$ cat src/rtl/dsfa_pkg.sv
// Package for the dust sensor frame averager: frame constants, widths and
// the command and status structs between controller and datapath.
// No dependencies.
`timescale 1ns / 1ps
`default_nettype none

package dsfa_pkg;

  // Frame layout and framing bytes.
  localparam int unsigned FrameLen   = 10;
  localparam logic [7:0]  StartByte  = 8'hAA;
  localparam logic [7:0]  CmdByte    = 8'hC0;
  localparam logic [7:0]  TailByte   = 8'hAB;

  // The stored-byte position wraps to zero at this count.
  localparam logic [7:0]  PositionWrap = 8'd250;

  // Averaging register reset value and the sample count that forces an average.
  localparam logic [7:0]  SamplesReset = 8'd10;
  localparam logic [7:0]  CountLimit   = 8'hFF;

  // Running sums and the divider.
  localparam int unsigned SumW     = 24;
  localparam int unsigned AvgW     = 16;
  localparam int unsigned DivSteps = SumW;
  localparam int unsigned DivCntW  = $clog2(DivSteps);

  // Commands from the controller to the datapath.
  typedef struct packed {
    logic load_byte;  // input beat accepted: shift byte into window
    logic eval;       // check frame, update sums, maybe start divide
    logic div_step;   // one quotient bit per cycle
    logic out_load;   // move the result into the output register
  } dp_cmd_t;

  // Status from the datapath to the controller.
  typedef struct packed {
    logic avg_due;    // valid during eval: an average has to be computed
    logic div_last;   // valid during divide: this is the final step
  } dp_stat_t;

endpackage

`default_nettype wire

$ cat src/rtl/dsfa_ctrl.sv
// Controller state machine of the dust sensor frame averager.
// Depends on dsfa_pkg for the command and status structs.
`timescale 1ns / 1ps
`default_nettype none

module dsfa_ctrl (
  input  wire               clk_i,
  input  wire               rst_ni,
  input  wire               s_valid_i,
  output logic              s_ready_o,
  output logic              m_valid_o,
  input  wire               m_ready_i,
  input  dsfa_pkg::dp_stat_t stat_i,
  output dsfa_pkg::dp_cmd_t  cmd_o
);

  typedef enum logic [1:0] {
    ST_IDLE,
    ST_EVAL,
    ST_DIV,
    ST_DONE
  } state_e;

  state_e state_q;
  logic   s_ready_q;
  logic   m_valid_q;
  logic   out_free;

  assign s_ready_o = s_ready_q;
  assign m_valid_o = m_valid_q;

  // The output register is free when empty or being drained this cycle.
  assign out_free = !m_valid_q || m_ready_i;

  // Commands decoded from the current state.
  always_comb begin
    cmd_o.load_byte = s_valid_i && s_ready_q;
    cmd_o.eval      = (state_q == ST_EVAL);
    cmd_o.div_step  = (state_q == ST_DIV);
    cmd_o.out_load  = (state_q == ST_DONE) && out_free;
  end

  // State and registered handshake outputs.
  always_ff @(posedge clk_i or negedge rst_ni) begin
    if (!rst_ni) begin
      state_q   <= ST_IDLE;
      s_ready_q <= 1'b1;
      m_valid_q <= 1'b0;
    end else begin
      // Deliver a new beat, or retire the one the sink has taken.
      if ((state_q == ST_DONE) && out_free) begin
        m_valid_q <= 1'b1;
      end else if (m_valid_q && m_ready_i) begin
        m_valid_q <= 1'b0;
      end
      unique case (state_q)
        ST_IDLE: begin
          if (s_valid_i && s_ready_q) begin
            state_q   <= ST_EVAL;
            s_ready_q <= 1'b0;
          end
        end
        ST_EVAL: begin
          state_q <= stat_i.avg_due ? ST_DIV : ST_DONE;
        end
        ST_DIV: begin
          if (stat_i.div_last) begin
            state_q <= ST_DONE;
          end
        end
        ST_DONE: begin
          if (out_free) begin
            s_ready_q <= 1'b1;
            state_q   <= ST_IDLE;
          end
        end
        default: state_q <= ST_IDLE;
      endcase
    end
  end

  // An accepted beat always starts an evaluation.
  a_accept_eval: assert property (@(posedge clk_i) disable iff (!rst_ni)
    (s_valid_i && s_ready_q) |=> (state_q == ST_EVAL))
    else $error("accepted beat did not start evaluation");

  // The input side is open only while idle.
  a_ready_idle: assert property (@(posedge clk_i) disable iff (!rst_ni)
    s_ready_q |-> (state_q == ST_IDLE))
    else $error("input ready outside idle");

  // The last divide step hands over to result delivery.
  a_div_done: assert property (@(posedge clk_i) disable iff (!rst_ni)
    ((state_q == ST_DIV) && stat_i.div_last) |=> (state_q == ST_DONE))
    else $error("divide did not finish into delivery");

endmodule

`default_nettype wire

$ cat src/rtl/dsfa_datapath.sv
// Datapath of the dust sensor frame averager: byte window, position,
// running sums, sample count, restoring dividers for both sums and output register.
// Depends on dsfa_pkg.
`timescale 1ns / 1ps
`default_nettype none

module dsfa_datapath #(
  parameter logic [7:0] PositionWrap = dsfa_pkg::PositionWrap
) (
  input  wire                clk_i,
  input  wire                rst_ni,
  input  dsfa_pkg::dp_cmd_t  cmd_i,
  output dsfa_pkg::dp_stat_t stat_o,
  input  wire                cfg_we_i,
  input  wire [7:0]          cfg_data_i,
  input  wire [7:0]          rx_byte_i,
  input  wire                measurement_window_i,
  output logic               frame_valid_o,
  output logic               sample_taken_o,
  output logic               average_ready_o,
  output logic [dsfa_pkg::AvgW-1:0] pm25_average_o,
  output logic [dsfa_pkg::AvgW-1:0] pm10_average_o
);

  localparam int unsigned SumW = dsfa_pkg::SumW;
  localparam int unsigned AvgW = dsfa_pkg::AvgW;

  logic [7:0]  spa_q;
  logic [7:0]  win_q [dsfa_pkg::FrameLen];
  logic [7:0]  byte_q;
  logic        mwin_q;
  logic [7:0]  pos_q;
  logic [SumW-1:0] sum25_q, sum10_q;
  logic [7:0]  cnt_q;

  // Per-item result flags.
  logic res_valid_q, res_taken_q, res_ready_q;

  // Divider state.
  logic [SumW-1:0] quo25_q, quo10_q;
  logic [7:0]      rem25_q, rem10_q;
  logic [7:0]      divisor_q;
  logic [dsfa_pkg::DivCntW-1:0] div_cnt_q;

  // Frame check on the shifted window.
  logic [7:0]      chk;
  logic            good;
  logic            taken;
  logic [SumW-1:0] sum25_n, sum10_n;
  logic [7:0]      cnt_n;
  logic [7:0]      need;
  logic            due;

  always_comb begin
    chk = win_q[2] + win_q[3] + win_q[4] + win_q[5] + win_q[6] + win_q[7];
    good = (byte_q == dsfa_pkg::TailByte) && (pos_q >= 8'(dsfa_pkg::FrameLen))
        && (win_q[0] == dsfa_pkg::StartByte) && (win_q[1] == dsfa_pkg::CmdByte)
        && (win_q[9] == dsfa_pkg::TailByte) && (win_q[8] == chk);
    taken   = good && mwin_q;
    sum25_n = sum25_q + {8'd0, win_q[3], win_q[2]};
    sum10_n = sum10_q + {8'd0, win_q[5], win_q[4]};
    cnt_n   = cnt_q + 8'd1;
    need    = (spa_q == 8'd0) ? 8'd1 : spa_q;
    due     = taken && ((cnt_n >= need) || (cnt_n == dsfa_pkg::CountLimit));
  end

  assign stat_o.avg_due  = due;
  assign stat_o.div_last = (div_cnt_q == dsfa_pkg::DivCntW'(dsfa_pkg::DivSteps - 1));

  // One restoring divide step for each of the two sums.
  logic [8:0] sh25, sh10;
  logic       ge25, ge10;
  always_comb begin
    sh25 = {rem25_q, quo25_q[SumW-1]};
    sh10 = {rem10_q, quo10_q[SumW-1]};
    ge25 = sh25 >= {1'b0, divisor_q};
    ge10 = sh10 >= {1'b0, divisor_q};
  end

  // Configuration register.
  always_ff @(posedge clk_i or negedge rst_ni) begin
    if (!rst_ni) begin
      spa_q <= dsfa_pkg::SamplesReset;
    end else if (cfg_we_i) begin
      spa_q <= cfg_data_i;
    end
  end

  // Byte window: shifts only once a start byte has opened a run.
  always_ff @(posedge clk_i) begin
    if (cmd_i.load_byte) begin
      byte_q <= rx_byte_i;
      mwin_q <= measurement_window_i;
      if ((pos_q != 8'd0) || (rx_byte_i == dsfa_pkg::StartByte)) begin
        for (int i = 0; i < dsfa_pkg::FrameLen - 1; i++) begin
          win_q[i] <= win_q[i+1];
        end
        win_q[dsfa_pkg::FrameLen-1] <= rx_byte_i;
      end
    end
  end

  // Position, sums and sample count.
  always_ff @(posedge clk_i or negedge rst_ni) begin
    if (!rst_ni) begin
      pos_q   <= 8'd0;
      sum25_q <= '0;
      sum10_q <= '0;
      cnt_q   <= 8'd0;
    end else if (cmd_i.load_byte) begin
      if ((pos_q != 8'd0) || (rx_byte_i == dsfa_pkg::StartByte)) begin
        pos_q <= pos_q + 8'd1;
      end
    end else if (cmd_i.eval) begin
      if (good || (pos_q == PositionWrap)) begin
        pos_q <= 8'd0;
      end
      if (due) begin
        sum25_q <= '0;
        sum10_q <= '0;
        cnt_q   <= 8'd0;
      end else if (taken) begin
        sum25_q <= sum25_n;
        sum10_q <= sum10_n;
        cnt_q   <= cnt_n;
      end
    end
  end

  // Result flags and the divider.
  always_ff @(posedge clk_i) begin
    if (cmd_i.eval) begin
      res_valid_q <= good;
      res_taken_q <= taken;
      res_ready_q <= due;
      quo25_q     <= sum25_n;
      quo10_q     <= sum10_n;
      rem25_q     <= 8'd0;
      rem10_q     <= 8'd0;
      divisor_q   <= (cnt_n == 8'd0) ? 8'd1 : cnt_n;
      div_cnt_q   <= '0;
    end else if (cmd_i.div_step) begin
      quo25_q   <= {quo25_q[SumW-2:0], ge25};
      quo10_q   <= {quo10_q[SumW-2:0], ge10};
      rem25_q   <= ge25 ? 8'(sh25 - {1'b0, divisor_q}) : sh25[7:0];
      rem10_q   <= ge10 ? 8'(sh10 - {1'b0, divisor_q}) : sh10[7:0];
      div_cnt_q <= div_cnt_q + 1'b1;
    end
  end

  // Output register, saturating the quotients to the average width.
  always_ff @(posedge clk_i) begin
    if (cmd_i.out_load) begin
      frame_valid_o   <= res_valid_q;
      sample_taken_o  <= res_taken_q;
      average_ready_o <= res_ready_q;
      if (!res_ready_q) begin
        pm25_average_o <= '0;
        pm10_average_o <= '0;
      end else begin
        pm25_average_o <= (quo25_q[SumW-1:AvgW] != '0) ? '1 : quo25_q[AvgW-1:0];
        pm10_average_o <= (quo10_q[SumW-1:AvgW] != '0) ? '1 : quo10_q[AvgW-1:0];
      end
    end
  end

  // The position never rests beyond the wrap point.
  a_pos_range: assert property (@(posedge clk_i) disable iff (!rst_ni)
    $past(cmd_i.eval) |-> (pos_q < PositionWrap))
    else $error("position left its range after evaluation");

  // An emitted average always comes with a taken sample of a good frame.
  a_flags: assert property (@(posedge clk_i) disable iff (!rst_ni)
    $past(cmd_i.out_load) && average_ready_o |-> (sample_taken_o && frame_valid_o))
    else $error("average flagged without a taken sample");

endmodule

`default_nettype wire

$ cat src/rtl/dust_sensor_frame_averager.sv
// Top level of the dust sensor frame averager: stream ports, controller and
// datapath. Depends on dsfa_pkg, dsfa_ctrl and dsfa_datapath.
//
//  Channel  Direction  Beat contents
//  s_axis   in         tdata[7:0] rx_byte, tuser[0] measurement_window
//  m_axis   out        tdata[15:0] pm25_average, tdata[31:16] pm10_average,
//                      tuser[0] frame_valid, [1] sample_taken, [2] average_ready
//  cfg      in         cfg_data_i[7:0] samples_per_average
//
// Every input beat yields exactly one output beat. A beat passes through the
// evaluation, and through the bit-serial divider (one quotient bit per cycle)
// when an average is emitted, before it reaches the output register. The input
// reopens in that same cycle, so a new beat is taken only once the last one has
// reached the output register.
// Reset clears position, sums and count; the window needs no clearing.
// A stalled output holds its beat while the next input beat is accepted and
// evaluated; that beat waits in the datapath until the output frees up.
`timescale 1ns / 1ps
`default_nettype none

module dust_sensor_frame_averager #(
  parameter logic [7:0] PositionWrap = dsfa_pkg::PositionWrap
) (
  input  wire        clk_i,
  input  wire        rst_ni,
  input  wire        s_axis_tvalid,
  output logic       s_axis_tready,
  input  wire [7:0]  s_axis_tdata,   // [7:0] rx_byte
  input  wire [0:0]  s_axis_tuser,   // [0] measurement_window
  output logic       m_axis_tvalid,
  input  wire        m_axis_tready,
  output logic [31:0] m_axis_tdata,  // [15:0] pm25_average, [31:16] pm10_average
  output logic [2:0] m_axis_tuser,   // [0] frame_valid, [1] sample_taken, [2] average_ready
  input  wire        cfg_valid_i,
  output logic       cfg_ready_o,
  input  wire [7:0]  cfg_data_i      // samples_per_average
);

  dsfa_pkg::dp_cmd_t  cmd;
  dsfa_pkg::dp_stat_t stat;

  // Configuration writes are always taken.
  assign cfg_ready_o = 1'b1;

  dsfa_ctrl u_ctrl (
    .clk_i     (clk_i),
    .rst_ni    (rst_ni),
    .s_valid_i (s_axis_tvalid),
    .s_ready_o (s_axis_tready),
    .m_valid_o (m_axis_tvalid),
    .m_ready_i (m_axis_tready),
    .stat_i    (stat),
    .cmd_o     (cmd)
  );

  dsfa_datapath #(
    .PositionWrap (PositionWrap)
  ) u_datapath (
    .clk_i                (clk_i),
    .rst_ni               (rst_ni),
    .cmd_i                (cmd),
    .stat_o               (stat),
    .cfg_we_i             (cfg_valid_i),
    .cfg_data_i           (cfg_data_i),
    .rx_byte_i            (s_axis_tdata),
    .measurement_window_i (s_axis_tuser[0]),
    .frame_valid_o        (m_axis_tuser[0]),
    .sample_taken_o       (m_axis_tuser[1]),
    .average_ready_o      (m_axis_tuser[2]),
    .pm25_average_o       (m_axis_tdata[15:0]),
    .pm10_average_o       (m_axis_tdata[31:16])
  );

endmodule

`default_nettype wire

$ cat config.mk
export PLATFORM = sky130hd
export DESIGN_NAME = dust_sensor_frame_averager
export DESIGN_NICKNAME = d
export VERILOG_FILES = /design/src/rtl/dsfa_pkg.sv /design/src/rtl/dsfa_ctrl.sv /design/src/rtl/dsfa_datapath.sv /design/src/rtl/dust_sensor_frame_averager.sv
export SDC_FILE = /design/constraint.sdc
export NUM_CORES = 1
export LEC_CHECK = 0
export ABC_AREA = 1
export BUFFER_PORTS_ARGS = -buffer_cell sky130_fd_sc_hd__buf_4
export CORE_UTILIZATION = 60
export CTS_CLUSTER_SIZE = 8
export DETAILED_ROUTE_END_ITERATION = 8
export GPL_ROUTABILITY_DRIVEN = 0
export GPL_TIMING_DRIVEN = 0
export PLACE_DENSITY_LB_ADDON = 0.05
export SYNTH_ARGS = -nofsm -noshare
export SYNTH_HDL_FRONTEND = slang
export SYNTH_SLANG_ARGS = --single-unit
$ cat constraint.sdc
create_clock -name clk_i -period 5.7 [get_ports clk_i]
set_input_delay 0.285 -clock clk_i [delete_from_list [all_inputs] [get_ports clk_i]]
set_output_delay 0.285 -clock clk_i [all_outputs]
set_load 0.01 [all_outputs]
==> flow_summary.ini, run 1 <==
[placed_design]
port_buffers = 58
placed_cell_area_sq_um = 16100
placedCellCount = 2038
dpl_worst_slack_ns = 0.970
dpl.hpwl_mm = 25.2

[global_routing]
grt_max_degree = 77
grt_overflow = 0
top_usage_layer = met2
grt_antenna_before_repair = 0
grt.met2_usage_pct = 44.8
met3_usage_pct = 3.52
grt_pass1_wl_mm = 56.3
first_global_vias = 11300
grt_use_total_pct = 27.6
grt_use_met1_pct = 38.8

[clock_network]
clk_latency_ns = 0.52
h-tree-depth = 2
cts.clk_slew.worst_paths_ns = 0.05
clock_sinks = 280
cts_tree = done
cts_resized = 0
clk_path_buf_depth = 3
cts_root_buf = clkbuf_16
numCtsBuffers = 40

[critical_path]
crit_fanout = 10
cp.required_ns = 6.15
end_kind = flip-flop
critical_path_class = flip-flop to flip-flop
worstSetupStartpointType = flip-flop
cp_data_arrival_time_ns = 5.17

[synth]
synth_area_leaders = edfxtp_1, dfrtp_1, nand2_1
synth_cells = 1653
synth_area_leader_cell = edfxtp_1
synth_most_common_cell = nand2_1
avgSynthCellArea_sq_um = 9.19
ys_seq_elements = 280
synth_top_cell_area_share_pct = 36.2
synth.distinct_cells = 43
synth_top_cells_by_count = nand2_1, inv_1, edfxtp_1
synth_top_flop_cell = edfxtp_1
synth_warnings = 0
synth-async-reset-ratio_pct = 27.1
synth_seq_area_share_pct = 51.5
synth_area_sq_um = 15200
synth_enable_flop_cells = 183
synth_nets = 1780

[sta]
slew_violations = 0
setup_tns_ns = 0
tightest_slew_ns = 1.05
skew_ns = 0.0189
maxSlewHeadroom_pct = 30.1
whs_ns = 0.0637
fin_crit_sh_pct = 82.8
finalSetupViolCount = 0
fin_crit_ns = 4.72
worst_slack_ns = 0.980
hold_violations = 0
rsz0062_at_grt = false
max_freq_mhz = 212

[drt]
drcViolationCount = 0
drtIter0Drc = 968
antenna_left = 0
drt-wirelength-per-cell_microns = 16.3
drt-vias-per-instance = 5.42
routed_wl_mm = 34.6
dr.pass1.iters = 6
vias = 11500

[die]
io_pins = 60
die-area_sq_um = 26000
core_sq_um = 24600
die_x_microns = 161
initial_core_util_pct = 61.7
die-height_microns = 161
rows = 57

[finish]
design_area_sq_um = 17400
n_antenna_cell = 0
multi_input_area_sq_um = 6200
final_cells = 2128
drive_gt1_share_pct = 8.04
fillers = 1935
area_delta_synth_final_pct = 14.8
nets = 1902
regArea_sq_um = 7820

[power]
power.density_nw_per_um2 = 252
power.leakage_nw = 8.15
ir_drop_uv = 298

[run_status]
status = finished clean

[hold_path]
hp-class = input port to flip-flop

[run]
maxCapViolations = 0
==> final timing paths <==
| check | endpoint | from | cells after the start | slack (ns) |
|---|---|---|---|---|
| min | u_ctrl.m_valid_o | m_axis_tready | 4 | 0.06 |
| max in group asynchronous | u_datapath.spa_q[5] | rst_ni | 2 | 4.52 |
| min in group asynchronous | u_datapath.sum25_q[9] | rst_ni | 2 | 0.49 |
| max | u_datapath.sum25_q[0] | u_datapath.win_q[4][2] | 21 | 0.98 |
| min reg2reg | u_datapath.frame_valid_o | u_datapath.res_valid_q | 0 | 0.43 |
| max reg2reg | u_datapath.sum25_q[0] | u_datapath.win_q[4][2] | 21 | 0.98 |
==> stage by stage <==
step	total power, mW	util (%)
6_report	4.39	70.9
5_1_grt	4.50	70.9
4_1_cts	4.42	70.9
3_5_place_dp	2.25	65.5
3_3_place_gp	2.24	65.1
2_1_floorplan	2.21	-
==> cell families after synthesis <==
family | synth area share (%)
compound gates | 8.29
xor+xnor | 3.00
fa+ha+maj | 10.2
buf+inv | 7.78
flops | 51.5
other cells | 0.0247
simple gates | 19.2
==> sequential cells by signal (all words and copies together), names as in the netlist, 16 cells and up <==
name,cells
u_datapath.sum25_q,24
u_datapath.win_q,80
u_datapath.pm10_average_o,16
u_datapath.sum10_q,24
u_datapath.quo25_q,24
u_datapath.pm25_average_o,16
u_datapath.quo10_q,24
==> final cells by class <==
cell class	count	area share (%)
clock buffer	71	6.53
tap	324	2.32
buffer	46	1.56
sequential	280	44.8
multi-input combinational	1085	35.6
timing repair buffer	80	3.97
inverter	242	5.21
==> critical path: stages, from the launching register on <==
cell	delay (ns)
edfxtp_1	0.46
fa_1	0.60
inv_1	0.06
fa_1	0.47
fa_1	0.54
inv_1	0.05
ha_1	0.24
fa_1	0.52
inv_1	0.05
nand2_1	0.05
nand2_1	0.06
nor2_1	0.13
nand2_1	0.07
nor2_1	0.09
nand4_1	0.09
nor2_1	0.15
nand3_2	0.19
nor3_4	0.23
buf_6	0.20
buf_6	0.17
nand3_1	0.12
nand2_1	0.08
==> cell usage in the layout, fill, tap and decap left out, types with 5 or more instances in the layout <==
cell type,n
nand3b_1,8
nand3_1,104
ha_1,73
clkbuf_1,51
clkbuf_16,41
fa_1,31
nand4_1,24
o21bai_1,5
inv_1,239
nor3_1,13
nor2_1,78
nand2_1,445
or2_2,8
a31oi_1,7
buf_4,62
o21ai_0,91
buf_6,10
buf_2,8
dfrtp_1,73
dlygate4sd3_1,19
xnor2_1,16
dfxtp_1,21
xor2_1,36
edfxtp_1,183
a21o_1,13
a21oi_1,104
==> layer usage <==
layer / vias to the layer above / part of all wire, % / wire (microns)
met4: 0 / 2.7 / 938
met2: 370 / 46 / 15800
met5: - / 0 / 0
li1: 5690 / - / -
met1: 5421 / 46 / 15900
met3: 62 / 5.6 / 1950
==> where the power goes <==
| part | leakage (nW) | total (mW) | switching, mW | internal, mW |
|---|---|---|---|---|
| sequential | 2.59 | 2.16 | 0.00191 | 2.16 |
| combinational | 5.02 | 0.0627 | 0.0364 | 0.0262 |
| clock | 0.541 | 2.17 | 0.837 | 1.33 |
==> timing repair <==
item	4_1_cts	5_1_grt
hold buffers	19	0
endpoints found under the hold margin	35	0
buffers inserted	0	0
Note: power is estimated with default switching activity, not from simulation.
==> run 2: changes to the inputs <==
--- a/config.mk
+++ b/config.mk
@@ -5,7 +5,7 @@
 export SDC_FILE = /design/constraint.sdc
 export NUM_CORES = 1
 export LEC_CHECK = 0
-export ABC_AREA = 1
+export ABC_AREA = 0
 export BUFFER_PORTS_ARGS = -buffer_cell sky130_fd_sc_hd__buf_4
 export CORE_UTILIZATION = 60
 export CTS_CLUSTER_SIZE = 8
==> constraint.sdc (replaced) <==
create_clock -name clk_i -period 4.43 [get_ports clk_i]
set_input_delay 0.2215 -clock clk_i [delete_from_list [all_inputs] [get_ports clk_i]]
set_output_delay 0.2215 -clock clk_i [all_outputs]
set_load 0.01 [all_outputs]
==> flow_summary.ini, run 2 <==
[global_routing]
grt_antenna_before_repair = 0
grt_use_met1_pct = 39.4
met3_usage_pct = 3.83
grt.met2_usage_pct = 46.2
grt_pass1_wl_mm = 53.5
grt_overflow = 0
grt_max_degree = 77
grt_use_total_pct = 28.3
first_global_vias = 10000
top_usage_layer = met2

[critical_path]
cp_slowest_cell = fa_1
ff2ff_path_depth = 17
cp_common_cell = fa_1
crit_fanout = 8
cp.required_ns = 4.83
critical_path_class = flip-flop to flip-flop
crit_buf_inv = 4
worstSetupStartpointType = flip-flop
r2r_end = u_datapath.pos_q[7]
end_kind = flip-flop
worst_path_dominant_cell_family = adder cells
worstSetupPathDepth = 17
endpoint = u_datapath.pos_q[7]
cp_data_arrival_time_ns = 4.99
critPathLaunch = u_datapath.win_q[3][2]
path_cells = fa_1 > inv_2 > fa_1 > fa_1 > inv_2 > ha_4 > fa_2 > xnor2_2 > nand4_1 > a211oi_2 > buf_4 > buf_6 > nand4_1 > mux2i_2 > o32ai_4 > o21ai_1 > o21ai_1
reg2reg_slack_ns = -0.16
cpPeakStageDelay_ns = 0.58
r2r_start = u_datapath.win_q[3][2]

[sta]
worst_slack_ns = -0.160
finalSetupViolCount = 48
tightest_slew_ns = 1.12
hold_violations = 0
rsz0062_at_grt = true
max_freq_mhz = 218
setup_tns_ns = -2.75
maxSlewHeadroom_pct = 25.5
whs_ns = 0.0189
skew_ns = 0.0134
slew_violations = 0
fin_crit_sh_pct = 104
fin_crit_ns = 4.59

[drt]
drcViolationCount = 0
antenna_left = 0
drt-wirelength-per-cell_microns = 19.6
routed_wl_mm = 34.3
dr.pass1.iters = 5
vias = 10300
drt-vias-per-instance = 5.86
drtIter0Drc = 790

[placed_design]
placedCellCount = 1625
port_buffers = 58
dpl.hpwl_mm = 22.5
dpl_worst_slack_ns = -0.768
placed_cell_area_sq_um = 15500

[synth]
synth_nets = 1371
synth_area_sq_um = 14600
synth_top_cells_by_count = edfxtp_1, nand2_1, inv_1
synth.distinct_cells = 69
avgSynthCellArea_sq_um = 11.7
synth_cells = 1244
synth_top_flop_cell = edfxtp_1
synth-async-reset-ratio_pct = 27.1
synth_area_leader_cell = edfxtp_1
synth_warnings = 0
synth_top_cell_area_share_pct = 37.7
synth_enable_flop_cells = 183
ys_seq_elements = 280
synth_seq_area_share_pct = 53.7
synth_area_leaders = edfxtp_1, dfrtp_1, ha_1
synth_most_common_cell = edfxtp_1

[finish]
nets = 1527
mostFrequentLayoutCells = edfxtp_1, inv_1, buf_4, dfrtp_1, ha_1
final_cells = 1751
utilization_pct = 75.6
drive_gt1_share_pct = 20.2
largest_reg_flops = 80
n_antenna_cell = 0
final_common_cell = edfxtp_1
area_delta_synth_final_pct = 22.7
design_area_sq_um = 17900
max_flop_register = u_datapath.win_q
fillers = 1540

[die]
die-height_microns = 158
rows = 56
initial_core_util_pct = 61.7
io_pins = 60
core_sq_um = 23600
die_x_microns = 158
die-area_sq_um = 24900

[clock_network]
clk_latency_ns = 0.53
cts_root_buf = clkbuf_16
cts_tree = done
cts.clk_slew.worst_paths_ns = 0.05
h-tree-depth = 2
clock_sinks = 280
numCtsBuffers = 40
clk_path_buf_depth = 3

[power]
power.density_nw_per_um2 = 632
ir_drop_uv = 424
power_mw = 11.3
power.leakage_nw = 7.33

[hold_path]
hp-class = input port to flip-flop

[run_status]
violations = setup timing
status = finished with violations

[run]
maxCapViolations = 0
-- run 2: area by class of cell --
cell class / count / area [sq um] / share of cell area (%)
buffer: 43 / 323 / 1.81
clock buffer: 72 / 1140 / 6.40
clock inverter: 2 / 17.5 / 0.0981
inverter: 90 / 338 / 1.89
multi-input combinational: 832 / 6730 / 37.7
sequential: 280 / 7820 / 43.8
tap: 319 / 399 / 2.23
timing repair buffer: 113 / 1090 / 6.09
-- run 2: logic make-up after synthesis --
| group | after synthesis | share of synthesized area [%] |
|---|---|---|
| muxes | 47 | 3.50 |
| and+or+nand+nor | 309 | 10.8 |
| other | 1 | 0.0258 |
| adders and majority gates | 105 | 10.6 |
| buffers and inverters | 133 | 3.71 |
| xor gates and xnor gates | 83 | 5.09 |
| AOI/OAI and AO/OA | 286 | 12.5 |
| DFF | 280 | 53.7 |
-- run 2: power breakdown --
group / leakage, nW / internal [mW] / switching [mW]
logic: 3.90 / 1.87 / 2.48
clock network: 0.551 / 1.73 / 1.11
registers: 2.88 / 3.74 / 0.378
-- run 2: worst min path at each step --
stage | cells after the start | to | startpoint
2_1_floorplan | 0 | u_ctrl.m_valid_o | rst_ni
3_3_place_gp | 0 | u_datapath.sample_taken_o | u_datapath.res_taken_q
3_5_place_dp | 1 | u_datapath.mwin_q | s_axis_tuser
4_1_cts | 4 | u_ctrl.s_ready_o | s_axis_tvalid
5_1_grt | 4 | u_ctrl.s_ready_o | s_axis_tvalid
6_report | 4 | u_ctrl.s_ready_o | s_axis_tvalid
-- run 2: routing by layer --
metal  wire, microns  part of all wire, %
met5               0                    0
met4             650                  1.9
met2           16600                   48
met1           15100                   44
met3            2040                  5.9
-- run 2: repair_timing --
item	in CTS	in global routing
pin swaps	23	38
endpoints found under the hold margin	99	0
endpoints found under the setup margin	67	66
gates resized for setup	100	96
hold buffers	24	0
buffers inserted	16	6
gates cloned	5	1
-- run 2: worst register-to-register path, cell delays in order (launching register included) --
cell and delay (ns):
edfxtp_1 0.44, fa_1 0.58, inv_2 0.05, fa_1 0.45, fa_1 0.52, inv_2 0.05, ha_4 0.16, fa_2 0.57
xnor2_2 0.12, nand4_1 0.18, a211oi_2 0.26, buf_4 0.18, buf_6 0.08, nand4_1 0.09, mux2i_2 0.27, o32ai_4 0.18
o21ai_1 0.21, o21ai_1 0.08
==> run 3: changes to the inputs <==
--- a/config.mk
+++ b/config.mk
@@ -7,6 +7,7 @@
 export LEC_CHECK = 0
 export ABC_AREA = 0
 export BUFFER_PORTS_ARGS = -buffer_cell sky130_fd_sc_hd__buf_4
+export CORE_ASPECT_RATIO = 0.8
 export CORE_UTILIZATION = 60
 export CTS_CLUSTER_SIZE = 8
 export DETAILED_ROUTE_END_ITERATION = 8
==> flow_summary.ini, run 3 (synthesis results as in run 2) <==
[run_status]
status = finished with violations
violations = setup timing

[finish]
largest_reg_flops = 80
area_delta_synth_final_pct = 19.8
multi_input_area_sq_um = 6460
utilization_pct = 74.0
fillers = 1537
nets = 1523
mostFrequentLayoutCells = edfxtp_1, inv_1, buf_4, nand2_1, dfrtp_1
max_flop_register = u_datapath.win_q
regArea_sq_um = 7820
drive_gt1_share_pct = 17.5
final_common_cell = edfxtp_1
n_antenna_cell = 0

[drt]
drtIter0Drc = 774
antenna_left = 0
vias = 10200
routed_wl_mm = 34.3
drcViolationCount = 0
drt-wirelength-per-cell_microns = 19.7
dr.pass1.iters = 6
drt-vias-per-instance = 5.88

[sta]
fin_crit_sh_pct = 102
hold_violations = 0
maxSlewHeadroom_pct = 27.1
fin_crit_ns = 4.53
rsz0062_at_grt = true
slew_violations = 0
worst_slack_ns = -0.101
skew_ns = 0.0187
finalSetupViolCount = 57
max_freq_mhz = 221
tightest_slew_ns = 1.09

[global_routing]
grt_pass1_wl_mm = 53.4
grt_max_degree = 77
grt_use_total_pct = 27.8
grt_overflow = 0
grt_antenna_before_repair = 0
first_global_vias = 9899

[placed_design]
dpl_worst_slack_ns = -0.742
dpl.hpwl_mm = 23.6
port_buffers = 58

[power]
power_switching_mw = 3.99
swShare_pct = 35.2
p_int_mw = 7.34
pwr-share-seq_pct = 36.3
pwr-share-comb_pct = 38.8
clockPowerShare_pct = 24.8
power.leakage_nw = 7.20
power_mw = 11.3
ir_drop_uv = 504
power.density_nw_per_um2 = 650

[critical_path]
r2r_start = u_datapath.win_q[7][2]
endpoint = u_datapath.sum10_q[15]
critical_path_class = flip-flop to flip-flop
critPathLaunch = u_datapath.win_q[7][2]
crit_fanout = 10
cp_data_arrival_time_ns = 4.93
cp.required_ns = 4.83
reg2reg_slack_ns = -0.10
r2r_end = u_datapath.sum10_q[15]
worstSetupStartpointType = flip-flop
ff2ff_path_depth = 16
end_kind = flip-flop

[clock_network]
cts_tree = done
cts.clk_slew.worst_paths_ns = 0.05
clk_latency_ns = 0.52
clk_path_buf_depth = 3
clock_sinks = 280
numCtsBuffers = 40
cts_root_buf = clkbuf_16
h-tree-depth = 2

[die]
io_pins = 60
die-area_sq_um = 24900
rows = 50
die_x_microns = 176
initial_core_util_pct = 61.7
die-height_microns = 141
core_sq_um = 23600

[run]
maxCapViolations = 0

[hold_path]
hp-class = input port to flip-flop
## run 3: cell type report
cell class	count	share of cell area [%]
flip-flops and latches	280	44.8
multi-input cells	832	37.0
clock buffers	71	6.53
repair buffers	109	5.69
well taps	312	2.24
inverters	90	1.94
plain buffers	43	1.65
clock inverters	2	0.100
## run 3: worst max-delay path: stages, from the launching register on
cell	delay, ns
edfxtp_1	0.44
fa_1	0.57
inv_2	0.05
fa_1	0.51
fa_1	0.51
inv_2	0.04
ha_4	0.16
fa_1	0.47
xnor2_2	0.18
nand4_1	0.12
a211oi_2	0.18
buf_4	0.18
nand3_4	0.08
nor2_4	0.27
nand2_4	0.14
clkbuf_8	0.21
o31ai_1	0.30
## run 3: worst min-delay path by stage
stage / from / endpoint / slack (ns) / cells after the start
after CTS: s_axis_tvalid / u_ctrl.s_ready_o / 0.02 / 4
final: s_axis_tvalid / u_ctrl.s_ready_o / 0.03 / 4
after detailed placement: s_axis_tuser / u_datapath.mwin_q / 0.40 / 1
after floorplan: rst_ni / u_ctrl.m_valid_o / -0.07 / 0
after global placement: u_datapath.res_taken_q / u_datapath.sample_taken_o / 0.40 / 0
after global routing: s_axis_tvalid / u_ctrl.s_ready_o / 0.02 / 4
## run 3: what timing repair did
action,in CTS,in global routing
cloned,1,3
gates resized for setup,48,69
pin swaps,12,11
setup endpoints to repair,67,66
endpoints found under the hold margin,99,0
hold buffers,24,0
buffers inserted,12,8
## run 3: stage by stage
step / TNS (ns) / std cells / hold slack (ns) / instance area [sq um]
floorplan: 0 / 1244 / -0.0741 / 14600
global placement: -72.34 / 1614 / 0.403 / 15400
detailed placement: -36.41 / 1618 / 0.402 / 15500
CTS: -1.79 / 1728 / 0.0203 / 17200
global route: -11.20 / 1739 / 0.0235 / 17400
finish: -2.84 / 1739 / 0.0317 / 17400
## run 3: per-layer routing
metal | GRT usage (%) | vias to the layer above | share of wire (%)
met5 | 0 | - | 0
li1 | - | 4822 | -
met3 | 4.64 | 60 | 6.7
met4 | 6.91 | 0 | 2.1
met1 | 44.0 | 4985 | 49
met2 | 39.9 | 354 | 42
## run 3: power groups by stage
stage	Combinational [mW]	Sequential, mW	Clock (mW)
5_1_grt	4.84	4.19	2.95
3_3_place_gp	3.81	4.19	0
2_1_floorplan	2.85	4.09	0
3_5_place_dp	3.97	4.15	0
4_1_cts	4.24	4.11	2.85
6_report	4.40	4.12	2.81
